===== src/sv/gis_pkg.sv =====
// Shared types and constants for the graded interval subdivision block.
// No dependencies; the divider, the top level and the testbench refer to this package by scoped names.
`default_nettype none

package gis_pkg;

	localparam int QUOT_W = 32;
	localparam int DIVR_W = 38;
	localparam int DIVD_W = QUOT_W + 33;
	localparam int RESULT_CAP = 64;

	localparam logic [31:0] ONE_Q16 = 32'h0001_0000;
	localparam logic signed [23:0] RATIO_ONE = 24'sh01_0000;
	localparam logic signed [31:0] Z_MAX = 32'sh7FFF_FFFF;
	localparam logic signed [31:0] Z_MIN = 32'sh8000_0000;

	typedef struct packed {
		logic signed [31:0] start_z;
		logic signed [31:0] end_z;
		logic [6:0] layer_count;
		logic signed [23:0] spacing_ratio;
		logic final_segment;
	} seg_t;

	typedef struct packed {
		logic [6:0] layer_offset;
		logic signed [31:0] z_value;
		logic last_in_segment;
		logic stack_end;
		logic overflow;
	} bnd_t;

	typedef struct packed {
		logic start;
		logic [DIVD_W-1:0] dividend;
		logic [DIVR_W-1:0] divisor;
	} div_req_t;

	typedef struct packed {
		logic busy;
		logic done;
		logic [QUOT_W-1:0] quot;
	} div_rsp_t;

endpackage

`default_nettype wire


===== src/sv/gis_mul.sv =====
// Registered 32 by 32 unsigned multiplier shared by the power and step passes.
// No dependencies.
`default_nettype none

module gis_mul (
	input wire logic clk,
	input wire logic [31:0] a,
	input wire logic [31:0] b,
	output logic [63:0] prod
);

	logic [63:0] prod_q;

	always_ff @(posedge clk) begin
		prod_q <= 64'(a) * 64'(b);
	end

	assign prod = prod_q;

endmodule

`default_nettype wire


===== src/sv/gis_div.sv =====
// Restoring divider, one quotient bit per cycle, with a registered quotient.
// Uses the request and response types of gis_pkg.
`default_nettype none

module gis_div (
	input wire logic clk,
	input wire logic arst_n,
	input wire gis_pkg::div_req_t req,
	output gis_pkg::div_rsp_t rsp
);

	localparam int QW = gis_pkg::QUOT_W;
	localparam int RW = gis_pkg::DIVR_W;
	localparam int CW = $clog2(QW);

	logic [RW-1:0] rem_q;
	logic [RW-1:0] divr_q;
	logic [QW-1:0] sh_q;
	logic [CW-1:0] cnt_q;
	logic busy_q;
	logic done_q;
	logic [RW+1:0] trial;
	logic ge;

	assign trial = {1'b0, rem_q, sh_q[QW-1]} - {2'b00, divr_q};
	assign ge = !trial[RW+1];

	always_ff @(posedge clk or negedge arst_n) begin
		if (!arst_n) begin
			busy_q <= 1'b0;
			done_q <= 1'b0;
			cnt_q <= '0;
		end else begin
			done_q <= 1'b0;
			if (req.start) begin
				busy_q <= 1'b1;
				cnt_q <= '0;
			end else if (busy_q) begin
				cnt_q <= cnt_q + 1'b1;
				if (cnt_q == CW'(QW - 1)) begin
					busy_q <= 1'b0;
					done_q <= 1'b1;
				end
			end
		end
	end

	always_ff @(posedge clk) begin
		if (req.start) begin
			rem_q <= RW'(req.dividend[gis_pkg::DIVD_W-1:QW]);
			sh_q <= req.dividend[QW-1:0];
			divr_q <= req.divisor;
		end else if (busy_q) begin
			rem_q <= ge ? trial[RW-1:0] : {rem_q[RW-2:0], sh_q[QW-1]};
			sh_q <= {sh_q[QW-2:0], ge};
		end
	end

	assign rsp.busy = busy_q;
	assign rsp.done = done_q;
	assign rsp.quot = sh_q;

endmodule

`default_nettype wire


===== src/sv/graded_interval_subdivision.sv =====
// Top level: sequencer and datapath around the shared multiplier and divider.
// Depends on gis_pkg, gis_mul and gis_div.
//
// A segment item enters on seg when seg_valid and seg_ready are both high; seg_ready
// is high only while the sequencer is idle. For each segment the block sends one
// boundary item on bnd per layer, offsets 1 to n in order, the last one flagged.
// Results wait in an output register; the block keeps working on the next boundary
// while one waits and holds when both are pending and bnd_ready is low.
// Order of work, with the single multiplier and the one-bit-per-cycle divider:
// a negative ratio first has its reciprocal computed by the divider (skipped when the
// reciprocal saturates), a graded segment then computes its n - 1 power terms (start,
// multiply and accumulate per term), and each boundary before the end takes a multiply,
// the divider start, 32 divide steps and finish, the emit and, on a graded segment, the
// next power. An equal-spacing segment skips the power terms. The end boundary is set
// to the end coordinate without the divider, and the next segment is accepted once
// the end boundary has been placed in the output register.
// Reset clears the sequencer and the output valid flag; no item is in flight after it.
`default_nettype none

module graded_interval_subdivision #(
	parameter int MAX_LAYERS = 64
) (
	input wire logic clk,
	input wire logic arst_n,
	input wire logic seg_valid,
	output logic seg_ready,
	input wire gis_pkg::seg_t seg,
	output logic bnd_valid,
	input wire logic bnd_ready,
	output gis_pkg::bnd_t bnd
);

	localparam int CAP_I = (MAX_LAYERS < gis_pkg::RESULT_CAP) ? MAX_LAYERS : gis_pkg::RESULT_CAP;
	localparam logic [6:0] CAP = 7'(CAP_I);
	localparam int SW = gis_pkg::DIVR_W;
	localparam int DW = gis_pkg::DIVD_W;

	localparam logic [3:0] S_IDLE = 4'd0;
	localparam logic [3:0] S_RSTART = 4'd1;
	localparam logic [3:0] S_RWAIT = 4'd2;
	localparam logic [3:0] S_PSTART = 4'd3;
	localparam logic [3:0] S_PMUL = 4'd4;
	localparam logic [3:0] S_PACC = 4'd5;
	localparam logic [3:0] S_STEP = 4'd6;
	localparam logic [3:0] S_SMUL = 4'd7;
	localparam logic [3:0] S_DSTART = 4'd8;
	localparam logic [3:0] S_DWAIT = 4'd9;
	localparam logic [3:0] S_EMIT = 4'd10;

	logic [3:0] state_q, state_d;
	logic [6:0] cnt_q;
	logic pass2_q;
	logic bnd_valid_q;
	gis_pkg::bnd_t bnd_q;

	logic signed [31:0] s_q, e_q, z_q;
	logic [6:0] n_q;
	logic [23:0] aq_q;
	logic fin_q, neg_q, equal_q, ovf_q;
	logic [31:0] mag_q, r_q, p_q;
	logic [SW-1:0] sum_q;
	logic signed [35:0] acc_q;

	logic [6:0] n_eff;
	logic signed [32:0] dz;
	logic [31:0] mag_in;
	logic [23:0] aq_in;
	logic seg_equal, seg_neg_ratio;
	logic bnd_free, last_step;

	logic [31:0] mul_a, mul_b;
	logic [63:0] prod;
	gis_pkg::div_req_t div_req;
	gis_pkg::div_rsp_t div_rsp;

	logic [64:0] pw_round;
	logic [31:0] pw_sat;
	logic pw_ovf;
	logic signed [35:0] acc_new;
	logic signed [36:0] zw;
	logic signed [31:0] z_sat;
	logic z_ovf;

	always_comb begin
		if (seg.layer_count == 7'd0) begin
			n_eff = 7'd1;
		end else if (seg.layer_count > CAP) begin
			n_eff = CAP;
		end else begin
			n_eff = seg.layer_count;
		end
	end

	assign dz = 33'(seg.end_z) - 33'(seg.start_z);
	assign mag_in = dz[32] ? 32'(-dz) : dz[31:0];
	assign aq_in = 24'(-seg.spacing_ratio);
	assign seg_equal = (seg.spacing_ratio == gis_pkg::RATIO_ONE);
	assign seg_neg_ratio = seg.spacing_ratio[23];
	assign bnd_free = !bnd_valid_q || bnd_ready;
	assign last_step = (cnt_q == n_q);

	always_comb begin
		mul_a = p_q;
		mul_b = r_q;
		if (state_q == S_SMUL) begin
			mul_a = mag_q;
			mul_b = equal_q ? 32'(cnt_q) : p_q;
		end
	end

	gis_mul u_mul (
		.clk (clk),
		.a (mul_a),
		.b (mul_b),
		.prod (prod)
	);

	always_comb begin
		div_req.start = (state_q == S_DSTART) || (state_q == S_RSTART && aq_q != 24'd1);
		if (state_q == S_RSTART) begin
			div_req.dividend = (DW'(1) << 32) + DW'(aq_q >> 1);
			div_req.divisor = SW'(aq_q);
		end else if (equal_q) begin
			div_req.dividend = DW'(prod) + DW'(n_q >> 1);
			div_req.divisor = SW'(n_q);
		end else begin
			div_req.dividend = DW'(prod) + DW'(sum_q >> 1);
			div_req.divisor = sum_q;
		end
	end

	gis_div u_div (
		.clk (clk),
		.arst_n (arst_n),
		.req (div_req),
		.rsp (div_rsp)
	);

	assign pw_round = DW'(prod) + 65'd32768;
	assign pw_ovf = |pw_round[64:48];
	assign pw_sat = pw_ovf ? 32'hFFFF_FFFF : pw_round[47:16];

	always_comb begin
		acc_new = neg_q ? acc_q - 36'(div_rsp.quot) : acc_q + 36'(div_rsp.quot);
		if (equal_q) begin
			zw = neg_q ? 37'(s_q) - 37'(div_rsp.quot) : 37'(s_q) + 37'(div_rsp.quot);
		end else begin
			zw = 37'(s_q) + 37'(acc_new);
		end
		z_ovf = 1'b1;
		if (zw > 37'(gis_pkg::Z_MAX)) begin
			z_sat = gis_pkg::Z_MAX;
		end else if (zw < 37'(gis_pkg::Z_MIN)) begin
			z_sat = gis_pkg::Z_MIN;
		end else begin
			z_sat = zw[31:0];
			z_ovf = 1'b0;
		end
	end

	always_comb begin
		state_d = state_q;
		unique case (state_q)
			S_IDLE: begin
				if (seg_valid) begin
					state_d = seg_equal ? S_STEP : (seg_neg_ratio ? S_RSTART : S_PSTART);
				end
			end
			S_RSTART: state_d = (aq_q == 24'd1) ? S_PSTART : S_RWAIT;
			S_RWAIT: begin
				if (div_rsp.done) begin
					state_d = S_PSTART;
				end
			end
			S_PSTART: state_d = (cnt_q < n_q) ? S_PMUL : S_STEP;
			S_PMUL: state_d = S_PACC;
			S_PACC: state_d = pass2_q ? S_STEP : S_PSTART;
			S_STEP: state_d = last_step ? S_EMIT : S_SMUL;
			S_SMUL: state_d = S_DSTART;
			S_DSTART: state_d = S_DWAIT;
			S_DWAIT: begin
				if (div_rsp.done) begin
					state_d = S_EMIT;
				end
			end
			S_EMIT: begin
				if (bnd_free) begin
					state_d = last_step ? S_IDLE : (equal_q ? S_STEP : S_PMUL);
				end
			end
			default: state_d = S_IDLE;
		endcase
	end

	always_ff @(posedge clk or negedge arst_n) begin
		if (!arst_n) begin
			state_q <= S_IDLE;
			bnd_valid_q <= 1'b0;
			cnt_q <= 7'd1;
			pass2_q <= 1'b0;
		end else begin
			state_q <= state_d;
			if (state_q == S_EMIT && bnd_free) begin
				bnd_valid_q <= 1'b1;
			end else if (bnd_ready) begin
				bnd_valid_q <= 1'b0;
			end
			if (state_q == S_IDLE && seg_valid) begin
				cnt_q <= 7'd1;
				pass2_q <= seg_equal;
			end else if (state_q == S_PACC && !pass2_q) begin
				cnt_q <= cnt_q + 7'd1;
			end else if (state_q == S_PSTART && !(cnt_q < n_q)) begin
				cnt_q <= 7'd1;
				pass2_q <= 1'b1;
			end else if (state_q == S_EMIT && bnd_free && !last_step) begin
				cnt_q <= cnt_q + 7'd1;
			end
		end
	end

	always_ff @(posedge clk) begin
		unique case (state_q)
			S_IDLE: begin
				if (seg_valid) begin
					s_q <= seg.start_z;
					e_q <= seg.end_z;
					n_q <= n_eff;
					aq_q <= aq_in;
					fin_q <= seg.final_segment;
					mag_q <= mag_in;
					neg_q <= dz[32];
					equal_q <= seg_equal;
					r_q <= 32'(unsigned'(seg.spacing_ratio));
					p_q <= gis_pkg::ONE_Q16;
					sum_q <= SW'(gis_pkg::ONE_Q16);
					acc_q <= '0;
					ovf_q <= 1'b0;
				end
			end
			S_RSTART: begin
				if (aq_q == 24'd1) begin
					r_q <= 32'hFFFF_FFFF;
					ovf_q <= 1'b1;
				end
			end
			S_RWAIT: begin
				if (div_rsp.done) begin
					r_q <= div_rsp.quot;
				end
			end
			S_PSTART: begin
				if (!(cnt_q < n_q)) begin
					p_q <= gis_pkg::ONE_Q16;
					acc_q <= '0;
				end
			end
			S_PACC: begin
				p_q <= pw_sat;
				if (pw_ovf) begin
					ovf_q <= 1'b1;
				end
				if (!pass2_q) begin
					sum_q <= sum_q + SW'(pw_sat);
				end
			end
			S_STEP: begin
				if (last_step) begin
					z_q <= e_q;
				end
			end
			S_DWAIT: begin
				if (div_rsp.done) begin
					z_q <= z_sat;
					if (z_ovf) begin
						ovf_q <= 1'b1;
					end
					if (!equal_q) begin
						acc_q <= acc_new;
					end
				end
			end
			S_EMIT: begin
				if (bnd_free) begin
					bnd_q.layer_offset <= cnt_q;
					bnd_q.z_value <= z_q;
					bnd_q.last_in_segment <= last_step;
					bnd_q.stack_end <= last_step && fin_q;
					bnd_q.overflow <= ovf_q;
				end
			end
			default: begin
			end
		endcase
	end

	assign seg_ready = (state_q == S_IDLE);
	assign bnd_valid = bnd_valid_q;
	assign bnd = bnd_q;

`ifndef ASSERT_OFF
	a_done_in_wait: assert property (@(posedge clk) disable iff (!arst_n)
		div_rsp.done |-> (state_q == S_DWAIT || state_q == S_RWAIT))
		else $error("Divider finished outside a wait state.");

	a_accept_div_idle: assert property (@(posedge clk) disable iff (!arst_n)
		(seg_valid && seg_ready) |-> !div_rsp.busy)
		else $error("Segment item accepted while a division is running.");

	a_emit_index: assert property (@(posedge clk) disable iff (!arst_n)
		(state_q == S_EMIT) |-> (cnt_q != 7'd0 && cnt_q <= n_q && n_q <= CAP))
		else $error("Boundary index out of range for the segment.");

	a_end_exact: assert property (@(posedge clk) disable iff (!arst_n)
		(state_q == S_EMIT && bnd_free && last_step) |=> (bnd.z_value == $past(e_q)))
		else $error("Segment end boundary does not equal the end coordinate.");
`endif

endmodule

`default_nettype wire


===== config.mk =====
export PLATFORM = sky130hd
export DESIGN_NAME = graded_interval_subdivision
export DESIGN_NICKNAME = d
export VERILOG_FILES = /design/src/sv/gis_pkg.sv /design/src/sv/gis_mul.sv /design/src/sv/gis_div.sv /design/src/sv/graded_interval_subdivision.sv
export SDC_FILE = /design/constraint.sdc
export NUM_CORES = 2
export LEC_CHECK = 0
export BUFFER_PORTS_ARGS = -buffer_cell sky130_fd_sc_hd__buf_2
export CORE_MARGIN = 1.5
export CORE_UTILIZATION = 60
export CTS_CLUSTER_DIAMETER = 40
export DETAILED_ROUTE_END_ITERATION = 8
export GPL_TIMING_DRIVEN = 0
export HOLD_SLACK_MARGIN = 0.12
export PLACE_DENSITY = 0.8
export SYNTH_ARGS = -nofsm -noshare
export SYNTH_HDL_FRONTEND = slang
export SYNTH_SLANG_ARGS = --single-unit
export TNS_END_PERCENT = 10

===== constraint.sdc =====
create_clock -name clk -period 9.3 [get_ports clk]
set_input_delay 1.395 -clock clk [delete_from_list [all_inputs] [get_ports clk]]
set_output_delay 1.395 -clock clk [all_outputs]
set_load 0.1 [all_outputs]

==> metrics.csv <==
stage,metric,value,unit
worst_hold_path,path category of the worst min-delay check,flop to flop,
timing,Worst slew margin,0.0104,
global_routing,GR Overflow Total,0,
timing,fin worst setup slack,-0.192,ns
cells_and_area,Post-layout nets,9439,
placement,count of port buffers added during placement,143,
drt,initial DRC count,7188,
timing,RSZ-0062 raised after global routing,true,
cts,Clock Pin Slew Worst Setup and Hold Paths,0.06,ns
setup_path,Worst setup EP type,flop,
drt,WL/cell,28.7,µm
floorplanning,die span in x,343,µm
logic_synthesis,net count of the mapped netlist,9104,
setup_path,Worst Path Max Fanout,10,
timing,worst clock skew,0.0478,ns
floorplanning,FP Rows,124,
logic_synthesis,Synth async-reset ratio,0.0374,
global_routing,first-pass GRT wire length,392000,µm
cts,cell chosen for the clock root,sky130_fd_sc_hd__clkbuf_16,
setup_path,crit path max-delay cell type,sky130_fd_sc_hd__mux2i_1,
logic_synthesis,area of the mapped netlist,0.0694,mm²
floorplanning,area of the placeable core,0.115,mm²
logic_synthesis,count of flip-flops with a built-in enable after synthesis,446,
logic_synthesis,most used flip-flop cell after synthesis,sky130_fd_sc_hd__edfxtp_1,
cts,H-Tree Level Count,3,
timing,Final Cycle Share,1.02,
timing,worst-margin pin slew,1.48,ns
placement,HPWL after detailed placement,223000,µm
floorplanning,I/O pin cnt,144,
logic_synthesis,post-synthesis sequential element count,535,
cts,hold-fix buffer count after cts,0,
drt,remaining antenna violation count after routing,0,
logic_synthesis,count of cell types in the netlist,107,
drt,post-detailed-route via-to-cell ratio,6.39,
setup_path,Worst EP required,9.81,ns
cells_and_area,most frequent cells in the layout,"1147 x sky130_fd_sc_hd__nand2_1, 1119 x sky130_fd_sc_hd__inv_1, 901 x sky130_fd_sc_hd__fa_1",
floorplanning,die span in y,343,µm
floorplanning,starting density of the core,0.606,
timing,setup TNS,-0.298,ns
global_routing,overall global routing resource usage,0.462,
setup_path,slowest cell delay on critical path,1.03,ns
setup_path,category of the worst setup path launch point,flop,
global_routing,pin count of the biggest net entering global routing,98,
drt,Post-route DRC,8,
cells_and_area,utilization of the core after routing,0.681,
cts,total clock sinks,535,
status,violations in the final reports,"design-rule violations, max-capacitance violations, negative setup slack",
drt,via count of the routed design,60900,
timing,total of endpoints with negative setup slack in the final report,3,
cts,CTS tree,built,
timing,Post-Route Hold Slack,0.417,ns
cts,insertion delay of the later-clocked pin in the worst-skew pair,0.67,ns
job,maxcap violations,2,
status,run status,finished with violations,
setup_path,start-to-end type of the worst setup path,flop to flop,
timing,Max Clk Rate,0.105,GHz
timing,fin crit period,9.49,ns
drt,overall routed net length,273000,µm
setup_path,Crit path top cell by count,sky130_fd_sc_hd__fa_1,
global_routing,antenna violations before repair,19,
cts,Max Buffers Root-to-Sink,3,
cells_and_area,area added between synthesis and finish,12.5,%
logic_synthesis,yosys synthesis warning count,0,
placement,RePlAce Congestion,1.09,
logic_synthesis,Post-Syn Instances,7602,
timing,hold violation count in the final report,0,
setup_path,arrival time at the worst endpoint,10.00,ns
floorplanning,die area,0.118,mm²
cells_and_area,final instance area,0.0780,mm²
global_routing,via count of the first global-routing pass,59400,
cts,Num CTS Buffers,76,
cells_and_area,"leading cell type in the layout, fill and taps excluded",sky130_fd_sc_hd__nand2_1,
timing,pins over their slew limit,0,
logic_synthesis,"Avg Cell Area, Syn",9.13,µm²
cells_and_area,share of cells above drive strength 1,0.105,
cells_and_area,fillcell total,9067,
drt,count of TritonRoute iterations in the first routing pass,9,
placement,area after detailed placement,0.0723,mm²
logic_synthesis,post-synthesis sequential area ratio,0.220,
## through the flow
step / cells / worst slack, ns
2_1_floorplan: 7602 / 0.0204
3_3_place_gp: 9257 / -4.34
3_5_place_dp: 9276 / -4.48
4_1_cts: 9485 / 0.00148
5_1_grt: 9524 / -0.178
6_report: 9533 / -0.192
## cells by family after synthesis
group           Yosys count  share of synthesized area
compound gates         1256                      0.120
xor+xnor                419                     0.0538
fa+ha+maj              1416                      0.353
buf+inv                1441                     0.0786
flops                   535                      0.220
mux                     114                     0.0173
simple gates           2421                      0.157
## final timing paths
path                       startpoint             end  slack (ns)  cells past startpoint
max reg2reg                state_q[2]  u_mul.prod[48]       -0.19                     30
max                        state_q[2]  u_mul.prod[48]       -0.19                     30
min in group asynchronous      arst_n       bnd_valid        0.80                      1
max in group asynchronous      arst_n      state_q[3]        8.01                      1
min reg2reg                    z_q[5]          bnd[8]        0.42                      0
min                            z_q[5]          bnd[8]        0.42                      0
## cell usage after synthesis (all sizes together) (57+ instances only)
library cell,number,share of area
nor3,95,0.0072
nor2,560,0.030
and3,58,0.0052
nand2b,63,0.0057
mux2i,68,0.0098
xnor2,248,0.031
inv,1123,0.061
nand4,57,0.0052
ha,499,0.090
nor2b,80,0.0072
a21o,155,0.017
a21oi,364,0.026
clkbuf,288,0.016
o21ai,199,0.014
edfxtp,446,0.19
and2,103,0.0093
xor2,167,0.021
nand3,94,0.0069
fa,903,0.26
dfxtp,69,0.020
nand2,1151,0.062
o21a,85,0.0092
## per-layer routing
layer / track usage / share of wire / up-vias
met5: 0.0212 / 0.0011 / -
met4: 0.247 / 0.066 / 22
met3: 0.178 / 0.15 / 975
met2: 0.666 / 0.42 / 4146
met1: 0.599 / 0.37 / 29900
li1: - / - / 25800
## critical path: cells and delay by family, from the launching register on
kind,cells,cell delay (ns)
XOR/XNOR,1,0.21
AND/OR/NAND/NOR,4,0.77
buffers and inverters,7,1.14
multiplexers,1,1.03
flip-flops,1,0.41
AO/OA/AOI/OAI,9,1.75
adder cells (fa/ha/maj),8,3.98
## state kept, by name (all words and copies together), names as in the netlist, 32 cells and up
register / cells
u_mul.prod: 64
bnd: 42
sum_q: 38
u_div.divr_q: 38
u_div.rem_q: 38
acc_q: 36
e_q: 32
mag_q: 32
p_q: 32
r_q: 32
s_q: 32
u_div.sh_q: 32
z_q: 32
## layout make-up
cell class              count  area [µm²]  area share
flip-flops and latches    535       15300       0.196
clock inverters            60         718     0.00920
multi-input cells        5626       49900       0.639
plain buffers             299        1950      0.0250
diodes                     21        52.6    0.000673
clock buffers              81        1940      0.0249
repair buffers            276        2090      0.0267
well taps                1512        1890      0.0242
inverters                1123        4220      0.0541
## repair_timing
| item | in CTS | in global routing |
|---|---|---|
| gates cloned | 0 | 1 |
| pin swaps | 38 | 38 |
| setup endpoints to repair | 88 | 66 |
| gates resized for setup | 468 | 174 |
| setup buffers | 83 | 30 |
Power is left out: the tool's default activity adds up to more than one toggle a clock period on the data nets, which glitch-free logic cannot reach.
